$ cat config.mk
export PLATFORM = sky130hd
export DESIGN_NAME = mfbso_scan
export DESIGN_NICKNAME = d
export VERILOG_FILES = /design/src/rtl/core/mfbso_pkg.sv /design/src/rtl/core/mfbso_scan.sv
export SDC_FILE = /design/constraint.sdc
export NUM_CORES = 1
export LEC_CHECK = 0
export BUFFER_PORTS_ARGS = -buffer_cell sky130_fd_sc_hd__buf_2
export CAP_MARGIN = 15
export CORE_ASPECT_RATIO = 0.7
export CORE_MARGIN = 2
export CORE_UTILIZATION = 40
export CTS_CLUSTER_DIAMETER = 150
export CTS_CLUSTER_SIZE = 14
export DETAILED_ROUTE_END_ITERATION = 7
export PLACE_DENSITY = 0.73
export SLEW_MARGIN = 20
export SYNTH_ARGS = -nofsm -noshare
export SYNTH_HDL_FRONTEND = slang
export SYNTH_SLANG_ARGS = --single-unit
$ cat constraint.sdc
create_clock -name clk -period 2.1 [get_ports clk]
set_clock_uncertainty 0.05 [all_clocks]
set_input_delay 0.21 -clock clk [delete_from_list [all_inputs] [get_ports clk]]
set_output_delay 0.21 -clock clk [all_outputs]
set_load 0.01 [all_outputs]
$ cat src/rtl/core/mfbso_pkg.sv
// mfbso_pkg: constants, codes and types for the monochrome framebuffer scanout
// no dependencies; used by mfbso_if, mfbso_scan and mono_framebuffer_scanout_2x
`default_nettype none

package mfbso_pkg;

	localparam int COLUMNS      = 128;
	localparam int ACTIVE_LINES = 54;
	localparam int SCAN_LINES   = 2 * ACTIVE_LINES;

	localparam int COLOR_W = 16;
	localparam int ADDR_W  = 10;
	localparam int DATA_W  = 8;
	localparam int STORE_DEPTH = 1 << ADDR_W;

	localparam int COL_W  = $clog2(COLUMNS);
	localparam int LINE_W = $clog2(SCAN_LINES);
	localparam int PAGE_W = (LINE_W > 4) ? LINE_W - 4 : 1;
	localparam int PROD_W = COL_W + PAGE_W + 1;
	localparam int BIT_W  = 3;

	localparam int CFG_IDX_W  = 1;
	localparam int CFG_DATA_W = COLOR_W;

	localparam logic [CFG_IDX_W-1:0] REG_INK   = 1'd0;
	localparam logic [CFG_IDX_W-1:0] REG_PAPER = 1'd1;

	localparam logic OP_WRITE = 1'b0;
	localparam logic OP_TICK  = 1'b1;

	localparam logic [COLOR_W-1:0] INK_RESET   = 16'h0000;
	localparam logic [COLOR_W-1:0] PAPER_RESET = 16'hFFFF;

	typedef struct packed {
		logic [ADDR_W-1:0] addr;
		logic [BIT_W-1:0]  bitpos;
		logic              done;
	} scan_t;

endpackage

`default_nettype wire

$ cat src/rtl/core/mfbso_scan.sv
// mfbso_scan: bottom-to-top, right-to-left scan position and its byte address
// depends on mfbso_pkg
`default_nettype none

module mfbso_scan (
	input  wire logic            clk,
	input  wire logic            arst_n,
	input  wire logic            step,
	output mfbso_pkg::scan_t     pos
);
	import mfbso_pkg::*;

	logic [COL_W-1:0]  col_q;
	logic [LINE_W-1:0] line_q;
	logic [PAGE_W-1:0] page;
	logic [PROD_W-1:0] base;
	logic [PROD_W-1:0] sum;

	// zero-based: column 0 and line 0 are the last of a frame
	always_ff @(posedge clk or negedge arst_n) begin
		if (!arst_n) begin
			col_q  <= COL_W'(COLUMNS - 1);
			line_q <= LINE_W'(SCAN_LINES - 1);
		end else if (step) begin
			if (col_q == '0) begin
				col_q <= COL_W'(COLUMNS - 1);
				if (line_q == '0) begin
					line_q <= LINE_W'(SCAN_LINES - 1);
				end else begin
					line_q <= line_q - 1'b1;
				end
			end else begin
				col_q <= col_q - 1'b1;
			end
		end
	end

	assign page = PAGE_W'(line_q >> 4);
	assign base = PROD_W'(COLUMNS) * PROD_W'(page);
	assign sum  = base + PROD_W'(col_q);

	assign pos.addr   = ADDR_W'(sum);
	assign pos.bitpos = line_q[BIT_W:1];
	assign pos.done   = (col_q == '0) && (line_q == '0);

endmodule

`default_nettype wire

# Word level (Yosys, flattened, before mapping)
# Cells that the tools add are included.
dict set report totals {
  ram_bits 0
  inputBits 3
  memories 0
  romBits 0
  ff_bits 14
  word_cells 11
  latchBits 0
  out_inout_bits 14
}
dict set report classes {
  magnitude_cmp 0
  bitwise_logic 0
  n_div 0
  muxes 2
  multipliers 0
  eq_ne 0
  add_sub_neg 3
  n_shift 0
  n_reduce_logical 4
}
# op n
set ops {}
lappend ops {{$logic_not A7 Y1} 2}
lappend ops {{$mux W7} 2}
lappend ops {{$sub A7 B1 Y7 const B} 2}
lappend ops {{$add A10 B7 Y10} 1}
lappend ops {{$reduce_and A2 Y1} 1}
lappend ops {{$logic_and A1 B1 Y1} 1}

# Depth between registers and ports, before layout
dict set report logic_depth {
  ltp_word 2
  ltp_mapped 5
  mapped_depth_nobuf 5
}

# Worst setup path before layout
# Ideal clock, no wire load.
dict set report synth_path {
  path_type {register to output}
  from {register col_q[0]}
  to {output pos[0] in the netlist's numbering}
  t_arrival_ps 1615
  path_slack_ps 225
  path_stages_with_launch 6
  cell_sequence {dfstp_2 inv_1 ha_1 or4b_4 or3_1 nor2_1}
}
# item line_no
set synth_rtl {}
lappend synth_rtl {{start, declared} mfbso_scan.sv:13} ;# logic [COL_W-1:0] col_q;
lappend synth_rtl {{start signal, assigned} mfbso_scan.sv:22} ;# col_q <= COL_W'(COLUMNS - 1);
lappend synth_rtl {{start signal, assigned} mfbso_scan.sv:26} ;# col_q <= COL_W'(COLUMNS - 1);
lappend synth_rtl {{start signal, assigned} mfbso_scan.sv:33} ;# col_q <= col_q - 1'b1;
lappend synth_rtl {{end, declared} mfbso_scan.sv:9} ;# output mfbso_pkg::scan_t pos

==> impl_metrics.toml <==
[cts]
cts.clk_slew.worst_paths_ps = 70
clk_latency_ps = 300
cts_htree_levels = 1
cts_made_buffers = 3
cts_tree = "done"
root_buffer = "clkbuf_4"
cts.path.max_buffers = 2
tritoncts_num_sinks = 14

[routing]
dr.pass1.iters = 4
vias_per_cell = 5.71
highest_layer = "met4"
wl_met1_um = 936
first_iter_violations = 26
wl_per_cell_um = 14.4
wirelength_um = 1910
vias = 754
ant_nets = 0
met2WireLength_um = 828
drc_errors = 0
wl_met3_um = 99

[worst_setup_path]
crit_start = "col_q[1]"
critPathSlowestCell = "or4b_4"
critPathKind = "flop to output port"
critPathMaxStageDelay_ps = 480
crit_family = "simple AND/OR/NAND/NOR gates"
reg2reg_depth = 5
cp_max_fo = 4
cp_num_cells = 6
reg2reg_from = "col_q[1]"
crit_required_ps = 1840
reg2reg_slack_ps = 180
crit_arrival_ps = 1940
crit_chain = "inv_2, ha_4, or4b_4, or3_4, nor2_2, buf_2"
critPathBufInv = 2
endpoint_kind = "output port"
worstSetupEndpoint = "pos[0]"
start_kind = "flop"
reg2reg_to = "line_q[4]"

[power_and_ir_drop]
p_leak_uw = 0.000426
power_per_cell_area_mw_per_mm2 = 1420
switching_share_pct = 42.1
ir_worst_vdd_v = 0.000518
combPwrFrac_pct = 47.8
pwr-share-clk_pct = 11.2
p_sw_uw = 621
internal_power_uw = 854
seqPwrFrac_pct = 41.0

[sta]
hold_viol = 0
slew_viol_final = 0
post-route-period-util_pct = 105
tightest_slew_ps = 820
fmax_ghz = 0.455
relSlewSlack_pct = 45.2
setup_violations = 1
layout_setup_ws_ps = -98.3
tns_ps = -98.3
rsz0062_at_grt = "yes"
period_needed_ps = 2200

[synth]
synth_top_area_cell = "dfstp_2"
seq_area_frac_synth_pct = 41.8
synth_xor_area_share_pct = 0
synthAdderAreaFrac_pct = 5.73
synth_edf_count = 0
netlist_instances = 88
ys_ff_latch = 14
async_flop_share_pct = 100
synth_top_family_by_area = "simple AND/OR/NAND/NOR gates"
avgSynthCellArea_um2 = 9.92
synthMuxAreaShare_pct = 3.72
ys.flop_type = "dfstp_2"
yosysMostFrequentCell = "dfstp_2"
synth_common_cells = "dfstp_2, nor2_1, a21oi_1, buf_4"
yosys_warnings = 0
synth_nets = 95
synth-simple-area-share_pct = 21.1
synth_compound_area_share_pct = 19.2
synth.area.top_cells = "dfstp_2, dfrtp_1, ha_1"
syn_area_um2 = 873
ys_types = 36
synth.top_cell.area_share_pct = 36.1

[cells_and_area]
syn_to_final_growth_pct = 18.8
fin_nets = 116
n_fill_cell = 213
n_antenna_cell = 0
drive_above_1_share_pct = 46.3
final_util_pct = 49.3

[status]
status = "finished, violations left"
violations = "setup timing"

[grt]
grt_pass1_wl_um = 3510
grt_max_degree = 15
grt-ovfl-total = 0
antenna_found_initial = 0
grt_pass1_vias = 751
grt_use_total_pct = 18.8

[floorplanning]
rows = 14
start_util_pct = 41.5
core_mm2 = 0.00210
die-area_mm2 = 0.00258
die_h_um = 43.1
die_w_um = 59.9
io-pin-count = 17

[placed_design]
dpl.hpwl_um = 1320
io_buffers = 16
gp_congestion = 0.870

[job]
drv_cap = 0

[hold_path]
hp-class = "input pin to flop"
## metal layers
layer | up-vias | track usage [%]
met4 | 0 | 8.00
met3 | 4 | 6.71
met1 | 368 | 26.8
met2 | 15 | 25.4
met5 | - | 0
li1 | 367 | -
## stage by stage
stage	instances	power, uW	instance area (um2)	setup slack [ps]	hold WS, ps
2_1_floorplan	88	1050	873	225	-136
3_3_place_gp	121	1210	936	165	68.6
3_5_place_dp	121	1230	936	120	75.3
4_1_cts	130	1460	1020	-153	99.3
5_1_grt	132	1630	1040	-183	119
6_report	132	1470	1040	-98.3	101
## worst register-to-register path, stage by stage, from the launching register on
cell and delay (ps):
dfstp_2 380, inv_2 70, ha_4 140, nor4b_2 660, nand4_1 210, mux2_2 310
## flip-flops by register name, summed over array words and instances (netlist names)
name / flops
line_q: 7
col_q: 7
## power groups by stage
stage	registers, uW	clock network [uW]	logic, uW
4_1_cts	602	173	688
3_3_place_gp	609	0	603
5_1_grt	637	186	808
6_report	604	166	705
3_5_place_dp	617	0	615
2_1_floorplan	599	0	455
## layout make-up
cell class / instances / area [um2] / share of cell area [%]
Clock buffer: 4 / 26.3 / 2.53
Inverter: 5 / 18.8 / 1.81
Multi-Input combinational cell: 61 / 454 / 43.8
Sequential cell: 14 / 365 / 35.2
Tap cell: 24 / 30.0 / 2.90
Timing Repair Buffer: 24 / 143 / 13.8
## cells by family after synthesis
group	count (synthesis)
flip-flops	14
adder cells (fa/ha/maj)	4
AND/OR/NAND/NOR	29
AO/OA/AOI/OAI	25
buffers and inverters	13
multiplexers	3
## timing repair
| action | in CTS | in global routing |
|---|---|---|
| pin swaps | 2 | 1 |
| hold endpoints to repair | 2 | 0 |
| setup endpoints to repair | 1 | 1 |
| gates resized for setup | 5 | 1 |
| buffers inserted | 4 | 2 |
| hold buffers | 1 | 0 |
## placed cells by master (no fill, tap or decap), types with 2 or more instances in the layout
cell | Yosys | final
dfrtp_1 | 2 | 2
o21ai_0 | 5 | 5
o31ai_1 | 2 | 2
mux2_2 | 2 | 2
a211oi_1 | 3 | 3
nand4_1 | 2 | 2
dfstp_2 | 12 | 12
buf_2 | 1 | 16
nand2_1 | 4 | 4
o41ai_1 | 3 | 3
inv_2 | 0 | 2
nor2_1 | 7 | 6
nand3_1 | 3 | 3
a21oi_1 | 6 | 6
buf_4 | 6 | 7
clkbuf_4 | 0 | 3
inv_1 | 5 | 3
ha_1 | 4 | 3
## worst min-delay path by stage
stage                endpoint   start  slack (ps)  cells after the start
detailed placement  line_q[4]  arst_n          80                      1
global placement    line_q[4]  arst_n          70                      1
floorplan           line_q[2]  arst_n        -140                      0
global route         col_q[1]    step         120                      2
CTS                  col_q[1]    step         100                      2
finish               col_q[1]    step         100                      2
No activity file was read; power rests on OpenSTA's default activity.
